--- src/rtl/core/dstq_pkg.sv ---
package dstq_pkg;

    // Defaults for the top-level parameters
    localparam int DSTQ_DEPTH      = 16;
    localparam int DSTQ_OWNER_BITS = 8;

    // Fixed field widths
    localparam int TIME_W     = 64;
    localparam int DELAY_W    = 32;
    localparam int OWNER_ID_W = 8;
    localparam int REQ_W      = 3;
    localparam int KIND_W     = 3;
    localparam int COUNT_W    = 5;
    localparam int GUARD_W    = 8;
    localparam int COUNT_MAX  = 31;
    localparam int IN_DATA_W  = 104;
    localparam int OUT_DATA_W = 80;

    localparam logic [GUARD_W-1:0] GUARD_RESET = 8'd2;

    // Request codes
    localparam logic [REQ_W-1:0] REQ_TICK   = 3'd0;
    localparam logic [REQ_W-1:0] REQ_ARM    = 3'd1;
    localparam logic [REQ_W-1:0] REQ_CANCEL = 3'd2;
    localparam logic [REQ_W-1:0] REQ_CLEAR  = 3'd3;
    localparam logic [REQ_W-1:0] REQ_TIME   = 3'd4;

    // Result kinds
    localparam logic [KIND_W-1:0] KIND_ARMED     = 3'd0;
    localparam logic [KIND_W-1:0] KIND_REJECTED  = 3'd1;
    localparam logic [KIND_W-1:0] KIND_CANCELLED = 3'd2;
    localparam logic [KIND_W-1:0] KIND_NOT_FOUND = 3'd3;
    localparam logic [KIND_W-1:0] KIND_EXPIRED   = 3'd4;
    localparam logic [KIND_W-1:0] KIND_CLEARED   = 3'd5;
    localparam logic [KIND_W-1:0] KIND_TIME      = 3'd6;

    // Operation applied to every cell of the chain in the same cycle
    typedef enum logic [2:0] {
        OP_HOLD,
        OP_SHIFT,
        OP_INSERT,
        OP_MARK_OWNER,
        OP_MARK_SEL,
        OP_COMPACT
    } cell_op_t;

    typedef struct packed {
        cell_op_t            op;
        logic [TIME_W-1:0]   key;
        logic [TIME_W-1:0]   cdl;
    } cell_cmd_t;

    typedef struct packed {
        logic valid;
        logic mark;
        logic hole;
        logic le;
        logic hit_owner;
        logic hit_full;
    } cell_stat_t;

    typedef struct packed {
        logic [KIND_W-1:0]     kind;
        logic [OWNER_ID_W-1:0] owner;
        logic [TIME_W-1:0]     stamp;
        logic [COUNT_W-1:0]    count;
        logic                  last;
    } res_t;

    typedef enum logic [3:0] {
        ST_IDLE,
        ST_TICK_INC,
        ST_TICK_EMIT,
        ST_ARM_ADD,
        ST_ARM_GUARD,
        ST_ARM_INS,
        ST_CAN_SCAN,
        ST_CAN_RESP,
        ST_CLR_SCAN,
        ST_COMPACT,
        ST_CLR_RESP,
        ST_TIME_RESP
    } ctrl_state_t;

endpackage

--- src/rtl/core/dstq_ctrl.sv ---
module dstq_ctrl
    import dstq_pkg::*;
#(
    parameter int QUEUE_DEPTH = DSTQ_DEPTH,
    parameter int OWNER_BITS  = DSTQ_OWNER_BITS
)
(
    input  logic                   clk,
    input  logic                   rst_n,
    input  logic                   in_valid,
    output logic                   in_ready,
    input  logic [REQ_W-1:0]       in_req,
    input  logic [OWNER_ID_W-1:0]  in_owner,
    input  logic [DELAY_W-1:0]     in_delay,
    input  logic [TIME_W-1:0]      in_cdl,
    input  logic                   guard_we,
    input  logic [GUARD_W-1:0]     guard_wdata,
    input  cell_stat_t             stat [QUEUE_DEPTH],
    input  logic [TIME_W-1:0]      head_deadline,
    input  logic [OWNER_BITS-1:0]  head_owner,
    output cell_cmd_t              cmd,
    output logic [OWNER_BITS-1:0]  cmd_owner,
    output logic [QUEUE_DEPTH-1:0] set_mark,
    input  logic                   out_free,
    output logic                   res_load,
    output res_t                   res
);

    localparam int CNT_W     = $clog2(QUEUE_DEPTH + 1);
    localparam int CNT_EXT_W = CNT_W + COUNT_W;

    ctrl_state_t            state_reg, state_next;
    logic [REQ_W-1:0]       req_reg, req_next;
    logic [OWNER_BITS-1:0]  owner_reg, owner_next;
    logic [DELAY_W-1:0]     delay_reg, delay_next;
    logic [TIME_W-1:0]      cdl_reg, cdl_next;
    logic [TIME_W-1:0]      tick_reg, tick_next;
    logic [GUARD_W-1:0]     guard_reg, guard_next;
    logic [TIME_W-1:0]      sum_reg, sum_next;
    logic [QUEUE_DEPTH-1:0] hit_vec_reg, hit_vec_next;
    logic [QUEUE_DEPTH-1:0] cnt_vec_reg, cnt_vec_next;
    logic [CNT_W-1:0]       cnt_reg, cnt_next;

    logic [QUEUE_DEPTH-1:0] busy_vec;
    logic [QUEUE_DEPTH-1:0] owner_hits;
    logic [QUEUE_DEPTH-1:0] full_hits;
    logic                   busy;
    logic                   full;
    logic                   any_hit;
    logic                   count_done;
    logic [TIME_W:0]        add_delay;
    logic [TIME_W:0]        add_guard;
    logic [CNT_EXT_W-1:0]   cnt_ext;
    logic [COUNT_W-1:0]     cnt_sat;

    // Gather per-cell flags; a cell is busy while it holds a marked entry or a hole sits under a live entry
    always_comb
    begin
        for (int i = 0; i < QUEUE_DEPTH; i++)
        begin
            owner_hits[i] = stat[i].hit_owner;
            full_hits[i]  = stat[i].hit_full;
            if (i < QUEUE_DEPTH - 1)
            begin
                busy_vec[i] = (stat[i].valid && stat[i].mark) ||
                              (stat[i].hole && stat[(i + 1) % QUEUE_DEPTH].valid);
            end
            else
            begin
                busy_vec[i] = stat[i].valid && stat[i].mark;
            end
        end
    end

    assign busy       = |busy_vec;
    assign full       = stat[QUEUE_DEPTH-1].valid;
    assign any_hit    = |hit_vec_reg;
    assign count_done = (cnt_vec_reg == '0);

    // Select the first matching cell for cancel
    always_comb
    begin
        logic [QUEUE_DEPTH-1:0] below;
        below = '0;
        for (int i = 0; i < QUEUE_DEPTH; i++)
        begin
            below = hit_vec_reg & ((QUEUE_DEPTH'(1) << i) - QUEUE_DEPTH'(1));
            set_mark[i] = hit_vec_reg[i] && (below == '0);
        end
    end

    // Saturating deadline adds
    assign add_delay = (TIME_W + 1)'(tick_reg) + (TIME_W + 1)'(delay_reg);
    assign add_guard = (TIME_W + 1)'(sum_reg) + (TIME_W + 1)'(guard_reg);

    // Saturate removed count to the field
    assign cnt_ext = CNT_EXT_W'(cnt_reg);
    assign cnt_sat = (cnt_ext > CNT_EXT_W'(COUNT_MAX)) ? COUNT_W'(COUNT_MAX)
                                                       : cnt_ext[COUNT_W-1:0];

    // Next state
    always_comb
    begin
        state_next = state_reg;
        unique case (state_reg)
            ST_IDLE:
            begin
                if (in_valid)
                begin
                    unique case (in_req)
                        REQ_TICK:   state_next = ST_TICK_INC;
                        REQ_ARM:    state_next = ST_ARM_ADD;
                        REQ_CANCEL: state_next = ST_CAN_SCAN;
                        REQ_CLEAR:  state_next = ST_CLR_SCAN;
                        REQ_TIME:   state_next = ST_TIME_RESP;
                        default:    state_next = ST_IDLE;
                    endcase
                end
            end
            ST_TICK_INC:  state_next = ST_TICK_EMIT;
            ST_TICK_EMIT:
            begin
                if (!stat[0].le)
                begin
                    state_next = ST_IDLE;
                end
            end
            ST_ARM_ADD:   state_next = ST_ARM_GUARD;
            ST_ARM_GUARD: state_next = ST_ARM_INS;
            ST_ARM_INS:
            begin
                if (out_free)
                begin
                    state_next = ST_IDLE;
                end
            end
            ST_CAN_SCAN:  state_next = ST_CAN_RESP;
            ST_CAN_RESP:
            begin
                if (out_free)
                begin
                    state_next = any_hit ? ST_COMPACT : ST_IDLE;
                end
            end
            ST_CLR_SCAN:  state_next = ST_COMPACT;
            ST_COMPACT:
            begin
                if (!busy && count_done)
                begin
                    state_next = (req_reg == REQ_CLEAR) ? ST_CLR_RESP : ST_IDLE;
                end
            end
            ST_CLR_RESP, ST_TIME_RESP:
            begin
                if (out_free)
                begin
                    state_next = ST_IDLE;
                end
            end
            default:      state_next = ST_IDLE;
        endcase
    end

    // Outputs: chain command and result word
    always_comb
    begin
        in_ready   = (state_reg == ST_IDLE);
        cmd.op     = OP_HOLD;
        cmd.key    = (state_reg == ST_ARM_INS) ? sum_reg : tick_reg;
        cmd.cdl    = cdl_reg;
        cmd_owner  = owner_reg;
        res_load   = 1'b0;
        res.kind   = KIND_TIME;
        res.owner  = OWNER_ID_W'(owner_reg);
        res.stamp  = '0;
        res.count  = '0;
        res.last   = 1'b1;
        unique case (state_reg)
            ST_TICK_EMIT:
            begin
                res.kind  = KIND_EXPIRED;
                res.owner = OWNER_ID_W'(head_owner);
                res.stamp = head_deadline;
                res.last  = !stat[1].le;
                if (stat[0].le && out_free)
                begin
                    res_load = 1'b1;
                    cmd.op   = OP_SHIFT;
                end
            end
            ST_ARM_INS:
            begin
                res_load = out_free;
                if (full)
                begin
                    res.kind = KIND_REJECTED;
                end
                else
                begin
                    res.kind  = KIND_ARMED;
                    res.stamp = sum_reg;
                    if (out_free)
                    begin
                        cmd.op = OP_INSERT;
                    end
                end
            end
            ST_CAN_RESP:
            begin
                res_load = out_free;
                if (any_hit)
                begin
                    res.kind  = KIND_CANCELLED;
                    res.stamp = cdl_reg;
                    if (out_free)
                    begin
                        cmd.op = OP_MARK_SEL;
                    end
                end
                else
                begin
                    res.kind = KIND_NOT_FOUND;
                end
            end
            ST_CLR_SCAN:
            begin
                cmd.op = OP_MARK_OWNER;
            end
            ST_COMPACT:
            begin
                cmd.op = OP_COMPACT;
            end
            ST_CLR_RESP:
            begin
                res_load  = out_free;
                res.kind  = KIND_CLEARED;
                res.count = cnt_sat;
            end
            ST_TIME_RESP:
            begin
                res_load  = out_free;
                res.kind  = KIND_TIME;
                res.owner = '0;
                res.stamp = tick_reg;
            end
            default:
            begin
            end
        endcase
    end

    // Datapath registers
    always_comb
    begin
        req_next     = req_reg;
        owner_next   = owner_reg;
        delay_next   = delay_reg;
        cdl_next     = cdl_reg;
        tick_next    = tick_reg;
        guard_next   = guard_we ? guard_wdata : guard_reg;
        sum_next     = sum_reg;
        hit_vec_next = hit_vec_reg;
        cnt_vec_next = cnt_vec_reg;
        cnt_next     = cnt_reg;
        unique case (state_reg)
            ST_IDLE:
            begin
                if (in_valid)
                begin
                    req_next     = in_req;
                    owner_next   = OWNER_BITS'(in_owner);
                    delay_next   = in_delay;
                    cdl_next     = in_cdl;
                    cnt_vec_next = '0;
                    cnt_next     = '0;
                end
            end
            ST_TICK_INC:
            begin
                tick_next = tick_reg + TIME_W'(1);
            end
            ST_ARM_ADD:
            begin
                sum_next = add_delay[TIME_W] ? '1 : add_delay[TIME_W-1:0];
            end
            ST_ARM_GUARD:
            begin
                sum_next = add_guard[TIME_W] ? '1 : add_guard[TIME_W-1:0];
            end
            ST_CAN_SCAN:
            begin
                hit_vec_next = full_hits;
            end
            ST_CLR_SCAN:
            begin
                cnt_vec_next = owner_hits;
            end
            ST_COMPACT:
            begin
                // count one removed entry per cycle
                cnt_vec_next = cnt_vec_reg >> 1;
                cnt_next     = cnt_reg + CNT_W'(cnt_vec_reg[0]);
            end
            default:
            begin
            end
        endcase
    end

    always_ff @(posedge clk or negedge rst_n)
    begin
        if (!rst_n)
        begin
            state_reg   <= ST_IDLE;
            tick_reg    <= '0;
            guard_reg   <= GUARD_RESET;
            cnt_vec_reg <= '0;
            cnt_reg     <= '0;
            hit_vec_reg <= '0;
        end
        else
        begin
            state_reg   <= state_next;
            tick_reg    <= tick_next;
            guard_reg   <= guard_next;
            cnt_vec_reg <= cnt_vec_next;
            cnt_reg     <= cnt_next;
            hit_vec_reg <= hit_vec_next;
        end
    end

    always_ff @(posedge clk)
    begin
        req_reg   <= req_next;
        owner_reg <= owner_next;
        delay_reg <= delay_next;
        cdl_reg   <= cdl_next;
        sum_reg   <= sum_next;
    end

endmodule

--- config.mk ---
export PLATFORM = sky130hd
export DESIGN_NAME = dstq_ctrl
export DESIGN_NICKNAME = d
export VERILOG_FILES = /design/src/rtl/core/dstq_pkg.sv /design/src/rtl/core/dstq_ctrl.sv
export SDC_FILE = /design/constraint.sdc
export NUM_CORES = 1
export LEC_CHECK = 0
export BUFFER_PORTS_ARGS = -buffer_cell sky130_fd_sc_hd__buf_2
export CORE_MARGIN = 3
export CORE_UTILIZATION = 35
export CTS_BUF_LIST = sky130_fd_sc_hd__clkbuf_4
export CTS_CLUSTER_SIZE = 25
export DETAILED_ROUTE_END_ITERATION = 12
export PLACE_DENSITY_LB_ADDON = 0.05
export SYNTH_ARGS = -nofsm -noshare
export SYNTH_HDL_FRONTEND = slang
export SYNTH_SLANG_ARGS = --single-unit
--- constraint.sdc ---
create_clock -name clk -period 4.3 [get_ports clk]
set_input_delay 0.645 -clock clk [delete_from_list [all_inputs] [get_ports clk]]
set_output_delay 0.645 -clock clk [all_outputs]
set_load 0.01 [all_outputs]
==> flow_summary.toml <==
[grt]
grt_pass1_wl_um = 98400
gr-total-overflow = 0
grt_pass1_vias = 16168
track_usage = 0.253
top_usage_layer = "met2"
met2_usage = 0.416
grt_max_degree = 114
grt_antenna_before_repair = 11
met1_usage = 0.331
grt_use_met3 = 0.0557

[min_path]
hold_path_class = "input pin to flip-flop"
hp-start = "stat[1]"

[synthesis]
synth_top_area_share = 0.302
yosys-top-cells-area = "edfxtp_1, dfrtp_1, nand2_1"
netlist_area_um2 = 17000
synth_edf_count = 171
yosysMostFrequentCell = "nand2_1"
syn_area_per_cell_um2 = 10.2
synthFlopType = "edfxtp_1"
synth_common_cells = "nand2_1, edfxtp_1, dfrtp_1, xnor2_1, clkbuf_1"
syn_nets = 1998
synth_cell_type_count = 69
yosysWarnings = 0
yosysTopAreaCell = "edfxtp_1"
synthCells = 1665
seq_area_frac_synth = 0.469
synth.ff_latch_count = 284
synth_async_sr_flop_share = 0.398

[drt]
via_per_inst = 5.42
drc = 0
dr.pass1.iters = 9
drt_wl_total_um = 67300
route.vias.total = 16375
ant_nets = 0
drt-initial-drc-count = 1384
routedWlPerCell_um = 22.3

[sta]
finalSetupViolCount = 65
finalSetupTns_ns = -6.11
hold_violations = 0
rsz0062_at_grt = "true"
relSlewSlack = 0.246
fmax_mhz = 226
fin_ws_ns = -0.130
slew_viol_final = 0
period_needed_ns = 4.43
clock_skew_ns = 0.0414
worst_pin_slew_ns = 1.13
holdWs_ns = 0.0802
period_share = 1.03

[worst_setup_path]
critPathTopFamily = "simple AND/OR/NAND/NOR gates"
critPathLaunch = "hit_vec_reg[1]$_DFFE_PN0P_"
r2r_start = "sum_reg[0]$_DFFE_PP_"
cp-start-kind = "flip-flop"
arrival_ns = 3.79
worstPathRequired_ns = 3.65
cp_cell_sequence = "or4_4 > or3_4 > or4_4 > nor4_4 > nand2_2 > o41a_4 > buf_12 > nand2_1 > nand2_1 > buf_2"
crit_fanout = 22
slowest_delay_ns = 0.54
crit_path_end_kind = "output pin"
worstSetupPathType = "flip-flop to output pin"
crit_buf_inv = 2
critPathSlowestCell = "or4_4"

[place]
hpwl_um = 49100
preCtsSetupSlack_ns = 0.371
dp.cells = 2728
finalWeightedCongestion = 0.873
io_buffers = 510
placed_area_um2 = 20400

[finish]
nets = 2662
finalCoreUtilization = 0.478
final_area_um2 = 22900
final_cells = 3022
syn_to_final_growth_pct = 34.5
drive_gt1_frac = 0.339

[floorplan]
core-area_um2 = 47800
die-area_um2 = 51200
die_y_um = 226
initial_core_util = 0.355
row_count = 80
die-width_um = 226
io_pins = 526

[clock_tree]
path_clk_slew_ns = 0.06
clk_latency_ns = 0.82
clk_path_buf_depth = 3
cts-root-buf = "clkbuf_4"
cts_buffers = 85
cts.htree.levels = 3
cts_sinks = 284
tritoncts = "built"

[run_status]
violations = "setup timing"
status = "finished with violations"

[pwr]
cellPowerDensity_nw_per_um2 = 454
p_total_mw = 10.4
vdd_drop_max_v = 0.000198
leakage_nw = 10.4

[flow_run]
maxCapViolations = 0
[cell families after synthesis]
logic type	count (synthesis)	share of synthesized area
AO/OA/AOI/OAI	351	0.152
buffers and inverters	143	0.0325
AND/OR/NAND/NOR	576	0.164
flip-flops	284	0.469
adder cells (fa/ha/maj)	45	0.0340
multiplexers	82	0.0543
XOR/XNOR	184	0.0949
[report_power, final]
part / switching, mW / internal, mW / total, mW / leakage, nW
clock: 1.26 / 1.42 / 2.68 / 0.675
sequential: 0.651 / 3.64 / 4.29 / 3.08
combinational: 1.98 / 1.42 / 3.40 / 6.69
total: 3.89 / 6.48 / 10.4 / 10.4
[what timing repair did]
| item | CTS | global route |
|---|---|---|
| buffers inserted | 6 | 2 |
| hold endpoints to repair | 232 | 0 |
| gates resized for setup | 14 | 2 |
| pin swaps | 3 | 3 |
| cloned | 1 | 0 |
| hold buffers | 121 | 0 |
| endpoints found under the setup margin | 66 | 68 |
[worst register-to-register path: cells and delay by family, from the launching register on]
kind                     cells  cell delay [ns]
AO/OA/AOI/OAI                4             1.57
AND/OR/NAND/NOR              3             1.14
adder cells (fa/ha/maj)      2             0.48
flip-flops                   1             0.43
[placed cells by master, fill, tap and decap left out, types with 11 or more instances in the layout]
master / netlist / layout
buf_2: 3 / 507
nor3_1: 18 / 15
nor4_1: 13 / 12
ha_1: 43 / 43
buf_4: 1 / 45
clkbuf_4: 0 / 135
clkinv_1: 0 / 13
nand3_1: 65 / 65
mux2_2: 81 / 81
o21ai_0: 55 / 55
a21oi_1: 62 / 61
dfrtp_1: 112 / 112
xnor2_1: 106 / 106
a222oi_1: 79 / 79
edfxtp_1: 171 / 171
and2_1: 19 / 19
nor2_1: 71 / 67
inv_1: 37 / 36
dlygate4sd3_1: 0 / 121
and3_1: 36 / 36
and4_1: 13 / 13
a31oi_1: 12 / 12
xor2_1: 78 / 78
a21o_1: 17 / 17
a22oi_1: 57 / 57
nand2b_1: 11 / 11
nand4_1: 38 / 38
nand2_1: 257 / 255
[worst paths after layout]
kind,endpoint,slack [ns],cells past startpoint
max in group asynchronous,tick_reg[26]$_DFFE_PN0P_,3.22,3
worst min register to register,cnt_reg[4]$_DFFE_PN0P_,0.48,1
worst min-delay path,cnt_vec_reg[15]$_DFFE_PN0P_,0.08,2
min in group asynchronous,cnt_vec_reg[15]$_DFFE_PN0P_,0.47,3
worst max-delay path,res[55],-0.13,10
worst max register to register,sum_reg[43]$_DFFE_PP_,0.54,9
[layout make-up]
cell class                      instances  area (um2)
Timing Repair Buffer                  683        4290
Clock inverter                         21        82.6
Inverter                               37         143
Fill cell                            4701       25000
Antenna cell                            9        22.5
Tap cell                              615         769
Multi-Input combinational cell       1238        8570
Sequential cell                       284        7960
Clock buffer                          135        1010
[per-layer routing]
| layer | vias to the layer above | routed length [um] | share of wire |
|---|---|---|---|
| met5 | - | 25 | 0.00037 |
| li1 | 7658 | - | - |
| met3 | 130 | 4520 | 0.067 |
| met4 | 4 | 2100 | 0.031 |
| met2 | 653 | 31800 | 0.47 |
| met1 | 7930 | 28900 | 0.43 |
(Power assumes the default switching activity.)
