===== src/rtl/core/dstq_pkg.sv =====
package dstq_pkg;

    // Defaults for the top-level parameters
    localparam int DSTQ_DEPTH      = 16;
    localparam int DSTQ_OWNER_BITS = 8;

    // Fixed field widths
    localparam int TIME_W     = 64;
    localparam int DELAY_W    = 32;
    localparam int OWNER_ID_W = 8;
    localparam int REQ_W      = 3;
    localparam int KIND_W     = 3;
    localparam int COUNT_W    = 5;
    localparam int GUARD_W    = 8;
    localparam int COUNT_MAX  = 31;
    localparam int IN_DATA_W  = 104;
    localparam int OUT_DATA_W = 80;

    localparam logic [GUARD_W-1:0] GUARD_RESET = 8'd2;

    // Request codes
    localparam logic [REQ_W-1:0] REQ_TICK   = 3'd0;
    localparam logic [REQ_W-1:0] REQ_ARM    = 3'd1;
    localparam logic [REQ_W-1:0] REQ_CANCEL = 3'd2;
    localparam logic [REQ_W-1:0] REQ_CLEAR  = 3'd3;
    localparam logic [REQ_W-1:0] REQ_TIME   = 3'd4;

    // Result kinds
    localparam logic [KIND_W-1:0] KIND_ARMED     = 3'd0;
    localparam logic [KIND_W-1:0] KIND_REJECTED  = 3'd1;
    localparam logic [KIND_W-1:0] KIND_CANCELLED = 3'd2;
    localparam logic [KIND_W-1:0] KIND_NOT_FOUND = 3'd3;
    localparam logic [KIND_W-1:0] KIND_EXPIRED   = 3'd4;
    localparam logic [KIND_W-1:0] KIND_CLEARED   = 3'd5;
    localparam logic [KIND_W-1:0] KIND_TIME      = 3'd6;

    // Operation applied to every cell of the chain in the same cycle
    typedef enum logic [2:0] {
        OP_HOLD,
        OP_SHIFT,
        OP_INSERT,
        OP_MARK_OWNER,
        OP_MARK_SEL,
        OP_COMPACT
    } cell_op_t;

    typedef struct packed {
        cell_op_t            op;
        logic [TIME_W-1:0]   key;
        logic [TIME_W-1:0]   cdl;
    } cell_cmd_t;

    typedef struct packed {
        logic valid;
        logic mark;
        logic hole;
        logic le;
        logic hit_owner;
        logic hit_full;
    } cell_stat_t;

    typedef struct packed {
        logic [KIND_W-1:0]     kind;
        logic [OWNER_ID_W-1:0] owner;
        logic [TIME_W-1:0]     stamp;
        logic [COUNT_W-1:0]    count;
        logic                  last;
    } res_t;

    typedef enum logic [3:0] {
        ST_IDLE,
        ST_TICK_INC,
        ST_TICK_EMIT,
        ST_ARM_ADD,
        ST_ARM_GUARD,
        ST_ARM_INS,
        ST_CAN_SCAN,
        ST_CAN_RESP,
        ST_CLR_SCAN,
        ST_COMPACT,
        ST_CLR_RESP,
        ST_TIME_RESP
    } ctrl_state_t;

endpackage


===== src/rtl/core/dstq_cell.sv =====
module dstq_cell
    import dstq_pkg::*;
#(
    parameter int OWNER_BITS = DSTQ_OWNER_BITS
)
(
    input  logic                  clk,
    input  logic                  rst_n,
    input  cell_cmd_t             cmd,
    input  logic [OWNER_BITS-1:0] cmd_owner,
    input  logic                  set_mark,
    input  logic                  lower_valid,
    input  logic                  lower_le,
    input  logic                  lower_hole,
    input  logic [TIME_W-1:0]     lower_deadline,
    input  logic [OWNER_BITS-1:0] lower_owner,
    input  logic                  upper_valid,
    input  logic                  upper_mark,
    input  logic [TIME_W-1:0]     upper_deadline,
    input  logic [OWNER_BITS-1:0] upper_owner,
    output cell_stat_t            stat,
    output logic [TIME_W-1:0]     deadline,
    output logic [OWNER_BITS-1:0] owner
);

    logic                  valid_reg, valid_next;
    logic                  mark_reg, mark_next;
    logic [TIME_W-1:0]     deadline_reg, deadline_next;
    logic [OWNER_BITS-1:0] owner_reg, owner_next;

    // Local compares against the broadcast key and request
    always_comb
    begin
        stat.valid     = valid_reg;
        stat.mark      = mark_reg;
        stat.hole      = !(valid_reg && !mark_reg);
        stat.le        = valid_reg && (deadline_reg <= cmd.key);
        stat.hit_owner = valid_reg && (owner_reg == cmd_owner);
        stat.hit_full  = stat.hit_owner && (deadline_reg == cmd.cdl);
    end

    assign deadline = deadline_reg;
    assign owner    = owner_reg;

    // Pick next content from self, neighbors or the new entry
    always_comb
    begin
        valid_next    = valid_reg;
        mark_next     = mark_reg;
        deadline_next = deadline_reg;
        owner_next    = owner_reg;
        unique case (cmd.op)
            OP_SHIFT:
            begin
                valid_next    = upper_valid;
                mark_next     = 1'b0;
                deadline_next = upper_deadline;
                owner_next    = upper_owner;
            end
            OP_INSERT:
            begin
                if (!stat.le)
                begin
                    mark_next = 1'b0;
                    if (lower_le)
                    begin
                        valid_next    = 1'b1;
                        deadline_next = cmd.key;
                        owner_next    = cmd_owner;
                    end
                    else
                    begin
                        valid_next    = lower_valid;
                        deadline_next = lower_deadline;
                        owner_next    = lower_owner;
                    end
                end
            end
            OP_MARK_OWNER:
            begin
                mark_next = stat.hit_owner;
            end
            OP_MARK_SEL:
            begin
                mark_next = set_mark;
            end
            OP_COMPACT:
            begin
                if (stat.hole && upper_valid)
                begin
                    valid_next    = 1'b1;
                    mark_next     = upper_mark;
                    deadline_next = upper_deadline;
                    owner_next    = upper_owner;
                end
                else if (stat.hole || lower_hole)
                begin
                    // drop a marked entry, or release one the lower cell took
                    valid_next = 1'b0;
                    mark_next  = 1'b0;
                end
            end
            default:
            begin
            end
        endcase
    end

    always_ff @(posedge clk or negedge rst_n)
    begin
        if (!rst_n)
        begin
            valid_reg <= 1'b0;
            mark_reg  <= 1'b0;
        end
        else
        begin
            valid_reg <= valid_next;
            mark_reg  <= mark_next;
        end
    end

    always_ff @(posedge clk)
    begin
        deadline_reg <= deadline_next;
        owner_reg    <= owner_next;
    end

endmodule


===== config.mk =====
export PLATFORM = sky130hd
export DESIGN_NAME = dstq_cell
export DESIGN_NICKNAME = d
export VERILOG_FILES = /design/src/rtl/core/dstq_pkg.sv /design/src/rtl/core/dstq_cell.sv
export SDC_FILE = /design/constraint.sdc
export NUM_CORES = 1
export LEC_CHECK = 0
export ABC_CLOCK_PERIOD_IN_PS = 12920
export BUFFER_PORTS_ARGS = -buffer_cell sky130_fd_sc_hd__buf_2
export CORE_AREA = 2 2 143 145
export CTS_CLUSTER_DIAMETER = 150
export DETAILED_ROUTE_END_ITERATION = 10
export DIE_AREA = 0 0 145 147
export GPL_TIMING_DRIVEN = 1
export PLACE_DENSITY_LB_ADDON = 0.08
export RECOVER_POWER = 25
export SLEW_MARGIN = 20
export SYNTH_ARGS = -nofsm -noshare
export SYNTH_HDL_FRONTEND = slang
export SYNTH_SLANG_ARGS = --single-unit

===== constraint.sdc =====
create_clock -name clk -period 12.92 [get_ports clk]
set_input_delay 3.876 -clock clk [delete_from_list [all_inputs] [get_ports clk]]
set_output_delay 3.876 -clock clk [all_outputs]
set_load 0.01 [all_outputs]

==> results of run 1 <==
[routing by layer]
layer | global-route usage | up-vias | share of wire
li1 | - | 3141 | -
met1 | 0.273 | 2754 | 0.44
met2 | 0.380 | 203 | 0.49
met3 | 0.0401 | 21 | 0.051
met4 | 0.0619 | 0 | 0.016
met5 | 0 | - | 0
[kinds of logic (layout without fill, tap and decap cells)]
family | Yosys count | count (layout)
buf+inv | 97 | 459
flops | 74 | 74
simple gates | 168 | 168
xor+xnor | 72 | 72
compound gates | 132 | 132
mux | 73 | 73
fa+ha+maj | 64 | 64
other cells | 0 | 3
[through the flow]
stage | utilization | hold WS [ns] | cell area, sq um | setup WS (ns) | power (mW)
floorplan | - | 0.509 | 6280 | 1.94 | 0.427
global placement | 0.424 | 0.563 | 8400 | 3.10 | 0.533
detailed placement | 0.424 | 0.575 | 8400 | 3.11 | 0.533
CTS | 0.440 | 0.596 | 8740 | 3.09 | 0.832
global route | 0.437 | 0.633 | 8680 | 2.87 | 0.861
finish | 0.437 | 0.604 | 8680 | 3.13 | 0.817
[Yosys cell counts (all sizes together) (2+ instances only)]
cell type | n | share of area
nor4 | 15 | 0.017
xnor2 | 39 | 0.054
a21oi | 32 | 0.026
a221oi | 2 | 0.0028
buf | 8 | 0.0068
o211ai | 2 | 0.0024
xor2 | 33 | 0.046
nor2 | 6 | 0.0036
mux2i | 72 | 0.11
inv | 70 | 0.042
a21o | 2 | 0.0024
nor3 | 6 | 0.0056
ha | 64 | 0.13
nand3 | 12 | 0.0096
a211oi | 3 | 0.0044
edfxtp | 72 | 0.34
nand2b | 2 | 0.0020
clkbuf | 19 | 0.011
o21ai | 82 | 0.065
dfrtp | 2 | 0.0080
nand4 | 24 | 0.025
nand2 | 98 | 0.059
[final timing paths]
| kind | startpoint | endpoint | slack (ns) | cells after the start |
|---|---|---|---|---|
| worst max-delay path | cmd[123] | stat[2] | 3.13 | 9 |
| worst min-delay path | mark_reg$_DFFE_PN0P_ | mark_reg$_DFFE_PN0P_ | 0.60 | 1 |
| worst max register to register | deadline[58]$_DFFE_PP_ | deadline[48]$_DFFE_PP_ | 9.59 | 8 |
| worst min register to register | mark_reg$_DFFE_PN0P_ | mark_reg$_DFFE_PN0P_ | 0.60 | 1 |
| max in group asynchronous | rst_n | mark_reg$_DFFE_PN0P_ | 9.44 | 1 |
| min in group asynchronous | rst_n | valid_reg$_DFFE_PN0P_ | 3.32 | 1 |
[critical path, cell delays in order]
cell and delay (ns):
buf_2 0.09, inv_1 0.04, ha_1 0.30, nand4_1 0.22
nor4_4 0.41, a21boi_0 0.45, nor3_1 0.10, a22o_2 0.27
buf_2 0.15
[power by group through the flow]
| stage | sequential (mW) | combinational [mW] | clock [mW] |
|---|---|---|---|
| global route | 0.311 | 0.241 | 0.309 |
| detailed placement | 0.314 | 0.219 | 0 |
| global placement | 0.314 | 0.219 | 0 |
| finish | 0.309 | 0.214 | 0.293 |
| floorplan | 0.319 | 0.108 | 0 |
| CTS | 0.309 | 0.221 | 0.302 |
[final cells by class]
cell class	instances	area (sq um)	area share
repair buffers	373	1810	0.209
multi-input cells	509	3710	0.427
diodes	3	7.51	0.000865
clock inverters	5	103	0.0118
flip-flops and latches	74	2210	0.255
clock buffers	11	233	0.0268
inverters	70	263	0.0303
well taps	270	338	0.0389
==> results.md, run 1 <==
* Final Instance Count excl. Fillers at 1315
* Placed Cells at 1296
* Count of pins over their slew limit at 0
* Clock power share at 0.359
* CTS tree: yes
* Compound-cell area share of the yosys netlist at 0.115
* Worst Tran Pin Value at 0.906 ns
* Number of global-route vias before repair at 6142
* Share of layout cells above drive strength 1 at 0.328
* Max IR drop VDD at 0.0000632 V
* Postcts setup bufs at 0
* Main flop type after synthesis: edfxtp_1
* Grt total ovfl at 0
* Io pins at 369
* Final Setup Violations at 0
* Fin nets at 1392
* DRT Wirelength at 23700 microns
* Commonest non-fill, non-tap cells in the layout: 312 x buf_2, 96 x nand2_1, 81 x o21ai_0
* Area Growth Syn to Fin at 38.2%
* Mux cell area share after synthesis at 0.117
* Die Ht at 147 microns
* Status: complete, no violations
* CTS sink cnt at 74
* Final hold vios at 0
* GP Congestion at 0.830
* Worst-path clk slew at 0.06 ns
* Maximum clock rate at 0.102 GHz
* Buffers added on ports at 368
* First-pass GRT wire length at 35000 microns
* Syn_nets at 1035
* Final Skew at 0.00785 ns
* Rows at 52
* Power Internal at 574 uW
* Die area at 21300 sq um
* Sequential share of power at 0.378
* Clock root buffer: clkbuf_16
* DP Wirelength at 19800 microns
* Gr usage total at 0.217
* Sequential fraction of the synthesis area at 0.352
* Tcrit/Tclk final at 0.758
* Yosys warns at 0
* CP Data Required Time at 9.04 ns
* Mapped Area at 6280 sq um
* Area fraction in and, or, nand and nor cells after synthesis at 0.128
* H-tree depth at 3
* Main combinational cell family by area after synthesis: simple AND/OR/NAND/NOR gates
* Cells after Synth at 680
* Adder-cell area share of the yosys netlist at 0.128
* Starting DRT DRC Count at 199
* Asr flop ratio synth at 0.0270
* CTS Hold Bufs at 0
* Critical path class: input pin to output port
* Worst skew pair latency at 0.34 ns
* Largest net degree at the start of global routing at 91
* Via count at 6119
* Starting Density at 0.316
* Core area at 19800 sq um
* Yosys cell types at 44
* CP Launch Type: input pin
* Die Wd at 145 microns
* Initial antenna violation count at 3
* Via density at 4.65
* Static Leakage at 4.32 nW
* Most common cell after layout, fill and taps aside: buf_2
* Worst hold path class: register to register
* Critical path arrival at 5.91 ns
* Seq cells post-synth at 74
* Clk buf depth at 2
* Combinational share of power at 0.262
* Min cycle time layout at 9.79 ns
* Sw Ratio at 0.297
* Largest register FFs at 64
* Post-synth EDFFs at 72
* Unrepaired setup endpoints after global routing: no
* Pwr Density at 94.1 nW/um^2
* TritonCTS buffer count at 9
* Worst slew margin at 0.390
* Number of gates resized after CTS at 0
* Max-cap viol count at 0
* Crit. End Element: output port
* DRC viols at 0
* Fill cell count at 2076
* Largest fanout on the critical path at 3
* Antenna viol nets, final at 0
* Syn_area_per_cell at 9.23 sq um
* Setup TNS Final at 0 ns
* DR pass1 iterations at 6
* Psw at 242 uW
* Xor-xnor portion of the synthesized cell area at 0.100
* WL/cell at 18.1 microns
Power figures use the tool's default switching activity.
==> inputs of run 2 (changes only) <==
- ABC_CLOCK_PERIOD_IN_PS: 12920 -> 8050
- clock period: 12.92 -> 8.05 ns (I/O delays scaled with it)
==> run 2 against run 1 <==
Compared with the run above: register-to-register slack got worse by 5.3 ns; clock skew rose by 0.0013 ns; critical path depth rose by 1; via count barely moved; global-route usage rose by 0.49 points; worst hold slack improved by 0.034 ns; largest power group unchanged.
==> results.md, run 2 (synthesized netlist as in run 1, its figures left out) <==
* Status: complete, no violations
* CP Data Required Time at 5.64 ns (-3.40 ns)
* Worst-path clk slew at 0.06 ns (about the same)
* DRT Wirelength at 24100 microns (+1.3%)
* Area Growth Syn to Fin at 37.9%
* Commonest non-fill, non-tap cells in the layout: 312 x buf_2, 96 x nand2_1, 81 x o21ai_0
* Static Leakage at 4.31 nW (-0.18%)
* DRC viols at 0 (unchanged)
* Crit path depth at 10 (+1)
* Number of gates resized after CTS at 0 (unchanged)
* Worst Setup EP: stat[2]
* CP peak stage delay at 0.42 ns (-0.03 ns)
* Pwr Total at 1.28 mW (+57%)
* CTS tree: yes
* Clock root buffer: clkbuf_16
* Die area at 21300 sq um (unchanged)
* Rows at 52 (unchanged)
* Postcts setup bufs at 0 (unchanged)
* Critical path arrival at 4.50 ns (-1.41 ns)
* Count of pins over their slew limit at 0 (unchanged)
* Antenna viol nets, final at 0 (unchanged)
* GP Congestion at 0.832 (+0.29%)
* Starting DRT DRC Count at 206 (+3.5%)
* Fin nets at 1391 (-0.072%)
* Worst Setup SP: cmd[123]
* R2r startpoint: deadline[58]$_DFFE_PP_
* Die Ht at 147 microns (unchanged)
* Buffers added on ports at 368 (unchanged)
* Crit-path cells: buf_2, inv_1, ha_1, nand4_1, nor4_4, nand2_2, o211ai_1, nor3_1, a22o_2, buf_2
* Largest register FFs at 64 (unchanged)
* Tcrit/Tclk final at 0.859
* Fill cell count at 2058 (-0.87%)
* Top cell family by delay on the critical path: simple AND/OR/NAND/NOR gates
* Slowest stage cell, crit path: nor4_4
* Min cycle time layout at 6.91 ns
* DP Wirelength at 20000 microns (+1.2%)
* Clk buf depth at 2 (unchanged)
* Share of layout cells above drive strength 1 at 0.328 (-0.000645)
* CP Launch Type: input pin
* WL/cell at 18.3 microns (+1.4%)
* Number of global-route vias before repair at 6211 (+1.1%)
* Most common cell after layout, fill and taps aside: buf_2
* Core area at 19800 sq um (unchanged)
* Flop-to-flop setup slack at 4.29 ns (-5.30 ns)
* Gr usage total at 0.222 (+0.00485)
* Setup TNS Final at 0 ns (unchanged)
* Crit path top cell by count: buf_2
* H-tree depth at 3 (unchanged)
* Worst Tran Pin Value at 0.848 ns (-0.0580 ns)
* Via count at 6122 (+0.049%)
* Cells on worst reg2reg path at 9 (+1)
* Final Setup Violations at 0 (unchanged)
* Final hold vios at 0 (unchanged)
* Max-cap viol count at 0 (unchanged)
* DR pass1 iterations at 6 (unchanged)
* CTS Hold Bufs at 0 (unchanged)
* Initial antenna violation count at 3 (unchanged)
* TritonCTS buffer count at 9 (unchanged)
* Final Skew at 0.00918 ns (+0.00132 ns)
* First-pass GRT wire length at 35800 microns (+2.2%)
* Maximum clock rate at 0.145 GHz
* RR Endpoint: deadline[44]$_DFFE_PP_
* Grt total ovfl at 0 (unchanged)
* CTS sink cnt at 74 (unchanged)
* Critical path class: input pin to output port
* Via density at 4.66 (+0.13%)
* Die Wd at 145 microns (unchanged)
* Starting Density at 0.316 (unchanged)
* Unrepaired setup endpoints after global routing: no
* Worst hold path class: register to register
* Crit. End Element: output port
* Worst skew pair latency at 0.34 ns (about the same)
* Max IR drop VDD at 0.0000903 V (+43%)
* Pwr Density at 148 nW/um^2 (+57%)
* Largest fanout on the critical path at 3 (unchanged)
* Worst slew margin at 0.429 (+0.0391)
* Io pins at 369 (unchanged)
* Worst Path Buf+Inv at 3 (unchanged)
* Largest net degree at the start of global routing at 82 (-9.9%)
-- run 2: layout make-up --
class | count | area [sq um] | area share
Tap cell | 270 | 338 | 0.0390
Inverter | 70 | 263 | 0.0303
Multi-Input combinational cell | 509 | 3710 | 0.428
Sequential cell | 74 | 2210 | 0.255
Clock inverter | 5 | 78.8 | 0.00910
Antenna cell | 3 | 7.51 | 0.000867
Timing Repair Buffer | 372 | 1820 | 0.210
Clock buffer | 11 | 233 | 0.0269
-- run 2: where the power goes --
group,switching (mW),total (mW),internal [mW]
Combinational,0.188,0.344,0.156
Sequential,0.0336,0.497,0.463
Clock,0.169,0.441,0.272
-- run 2: per-stage QoR --
step / utilization / hold slack [ns] / cells / setup WS (ns) / cell area, sq um
2_1_floorplan: - / 0.509 / 680 / 0.476 / 6280
3_3_place_gp: 0.424 / 0.611 / 1295 / 1.10 / 8410
5_1_grt: 0.436 / 0.641 / 1314 / 0.937 / 8660
6_report: 0.436 / 0.638 / 1314 / 1.14 / 8660
4_1_cts: 0.439 / 0.627 / 1311 / 1.10 / 8720
3_5_place_dp: 0.424 / 0.595 / 1295 / 1.11 / 8410
-- run 2: worst min-delay path by stage --
| stage | start | endpoint | slack, ns | cells after the start |
|---|---|---|---|---|
| detailed placement | mark_reg$_DFFE_PN0P_ | mark_reg$_DFFE_PN0P_ | 0.60 | 1 |
| finish | mark_reg$_DFFE_PN0P_ | mark_reg$_DFFE_PN0P_ | 0.64 | 1 |
| floorplan | mark_reg$_DFFE_PN0P_ | mark_reg$_DFFE_PN0P_ | 0.51 | 1 |
| global placement | mark_reg$_DFFE_PN0P_ | mark_reg$_DFFE_PN0P_ | 0.61 | 1 |
| global route | mark_reg$_DFFE_PN0P_ | mark_reg$_DFFE_PN0P_ | 0.64 | 1 |
| CTS | mark_reg$_DFFE_PN0P_ | mark_reg$_DFFE_PN0P_ | 0.63 | 1 |
-- run 2: worst register-to-register path, stage by stage, from the launching register on --
cell      delay, ns
edfxtp_1       0.53
ha_1           0.36
nand4_1        0.23
nor4_4         0.42
nand2_2        0.13
o211ai_1       0.37
nor3_1         0.09
a22o_2         0.28
o21ai_4        0.60
buf_12         0.39
-- run 2: routing by layer --
layer / track usage / wire length [microns] / vias to the layer above
met5: 0 / 0 / -
met4: 0.0832 / 633 / 0
met3: 0.0438 / 1420 / 31
met2: 0.387 / 11800 / 226
met1: 0.271 / 10200 / 2725
li1: - / - / 3140
==> inputs of run 3 (changes only) <==
--- a/config.mk
+++ b/config.mk
@@ -8,8 +8,8 @@
 export ABC_CLOCK_PERIOD_IN_PS = 8050
 export BUFFER_PORTS_ARGS = -buffer_cell sky130_fd_sc_hd__buf_2
-export CORE_AREA = 2 2 143 145
+export CORE_AREA = 3 3 144 146
 export CTS_CLUSTER_DIAMETER = 150
 export DETAILED_ROUTE_END_ITERATION = 10
-export DIE_AREA = 0 0 145 147
+export DIE_AREA = 0 0 147 149
 export GPL_TIMING_DRIVEN = 1
 export PLACE_DENSITY_LB_ADDON = 0.08
==> constraint.sdc (replaced) <==
create_clock -name clk -period 8.05 [get_ports clk]
set_input_delay 1.2075 -clock clk [delete_from_list [all_inputs] [get_ports clk]]
set_output_delay 1.2075 -clock clk [all_outputs]
set_load 0.01 [all_outputs]
==> run 3 against run 2 <==
Compared with the run above: routed wire length grew 4.1%; count of clock-buffer cells in the layout is the same; clock power shrank 17%; combinational power is essentially flat; worst setup slack gained 2.4 ns; die area grew 2.8%; worst hold slack lost 0.052 ns.
==> results.md, run 3 (synthesized netlist as in run 1, its figures left out) <==
* Area Growth Syn to Fin at 36.7%
* Largest fanout on the critical path at 3 (unchanged)
* Count of pins over their slew limit at 0 (unchanged)
* Largest register FFs at 64 (unchanged)
* Tcrit/Tclk final at 0.563 (-0.296)
* Place WS at 3.42 ns (+2.31 ns)
* Io pins at 369 (unchanged)
* Final hold slack at 0.586 ns (-0.0523 ns)
* Pwr Density at 141 nW/um^2 (-4.7%)
* Placed Cells at 1290 (-0.39%)
* Largest net degree at the start of global routing at 81 (-1.2%)
* Die Wd at 147 microns (+1.4%)
* Number of global-route vias before repair at 6203 (-0.13%)
* Number of gates resized after CTS at 0 (unchanged)
* Critical path arrival at 3.32 ns (-1.18 ns)
* CTS sink cnt at 74 (unchanged)
* Final Skew at 0.00719 ns (-0.00199 ns)
* Gr usage total at 0.220 (-0.00178)
* Min cycle time layout at 4.53 ns (-2.38 ns)
* Die Ht at 149 microns (+1.4%)
* Postcts setup bufs at 0 (unchanged)
* Buffers added on ports at 368 (unchanged)
* Final setup margin at 3.52 ns (+2.38 ns)
* Setup TNS Final at 0 ns (unchanged)
* Status: complete, no violations
* Clk buf depth at 2 (unchanged)
* DRT Wirelength at 25100 microns (+4.1%)
* Static Leakage at 4.28 nW (-0.73%)
* Worst Tran Pin Value at 1.01 ns (+0.158 ns)
* Commonest non-fill, non-tap cells in the layout: 312 x buf_2, 96 x nand2_1, 81 x o21ai_0
* Share of layout cells above drive strength 1 at 0.325 (-0.00288)
* Maximum clock rate at 0.221 GHz (+53%)
* Final Instance Count excl. Fillers at 1309 (-0.38%)
* Final Setup Violations at 0 (unchanged)
* Fill cell count at 2049 (-0.44%)
* Max IR drop VDD at 0.0000861 V (-4.7%)
* CP Launch Type: input pin
* H-tree depth at 3 (unchanged)
* CP Data Required Time at 6.84 ns (+1.20 ns)
* Pwr Total at 1.21 mW (-5.5%)
* Unrepaired setup endpoints after global routing: no
* Rows at 51 (-1.9%)
* Critical path class: input pin to output port
* Worst-path clk slew at 0.06 ns (about the same)
* First-pass GRT wire length at 36200 microns (+1.4%)
* Clock root buffer: clkbuf_16
* CTS Hold Bufs at 0 (unchanged)
* DRC viols at 0 (unchanged)
* Reg area at 2210 sq um (unchanged)
* Via count at 6104 (-0.29%)
* Starting DRT DRC Count at 192 (-6.8%)
* CTS tree: yes
* Die area at 21900 sq um (+2.8%)
* Starting Density at 0.322 (+0.00515)
* Multi-input gate area at 3710 sq um (unchanged)
* Core area at 19500 sq um (-1.6%)
* DR pass1 iterations at 4 (-2)
* Final hold vios at 0 (unchanged)
* Fin nets at 1391 (unchanged)
* Grt total ovfl at 0 (unchanged)
* GP Congestion at 0.793 (-4.7%)
* Crit. End Element: output port
* TritonCTS buffer count at 9 (unchanged)
* Worst hold path class: register to register
* Via density at 4.66 (about the same)
* Worst skew pair latency at 0.34 ns (about the same)
* Initial antenna violation count at 3 (unchanged)
* Antenna viol nets, final at 0 (unchanged)
* Most common cell after layout, fill and taps aside: buf_2
* DP Wirelength at 21200 microns (+5.8%)
* Worst slew margin at 0.323 (-0.106)
* Max-cap viol count at 0 (unchanged)
* WL/cell at 19.1 microns (+4.5%)
run 3: worst paths after layout:
path,startpoint,endpoint,slack (ns),cells after the start
setup / recovery,cmd[123],stat[2],3.52,10
hold / removal,mark_reg$_DFFE_PN0P_,mark_reg$_DFFE_PN0P_,0.59,1
setup reg to reg,deadline[59]$_DFFE_PP_,deadline[35]$_DFFE_PP_,4.70,9
hold reg to reg,mark_reg$_DFFE_PN0P_,mark_reg$_DFFE_PN0P_,0.59,1
max in group asynchronous,rst_n,valid_reg$_DFFE_PN0P_,7.24,1
min in group asynchronous,rst_n,mark_reg$_DFFE_PN0P_,0.66,1
run 3: per-layer routing:
metal  vias up  track usage  wire, microns
met5         -            0             12
met4         2       0.0489            320
met3        19       0.0544           1730
met2       220        0.388          12500
met1      2725        0.273          10400
li1       3138            -              -
run 3: report_power, final:
group          internal [mW]  switching, mW  leakage (nW)  total (mW)
clock network          0.205          0.161         0.126       0.366
registers              0.463         0.0334         0.704       0.497
logic                  0.155          0.192          3.45       0.347
total                  0.823          0.387          4.28        1.21
run 3: cell type report:
type	instances	share of cell area
multi-input combinational	509	0.432
sequential	74	0.258
timing repair buffer	372	0.210
tap	265	0.0386
inverter	70	0.0306
clock buffer	11	0.0271
clock inverter	5	0.00248
antenna	3	0.000875
run 3: worst max-delay path, stage by stage:
cell	delay (ns)
buf_2	0.09
inv_1	0.04
ha_1	0.30
nand4_1	0.24
nor4_4	0.45
nand3_1	0.23
a21oi_1	0.25
a211oi_2	0.07
a22o_2	0.29
buf_2	0.16
run 3: through the flow:
step	utilization	instance area [sq um]
after global placement	0.430	8390
after CTS	0.443	8640
after global routing	0.439	8580
after detailed placement	0.430	8390
final	0.440	8580
after floorplan	-	6280
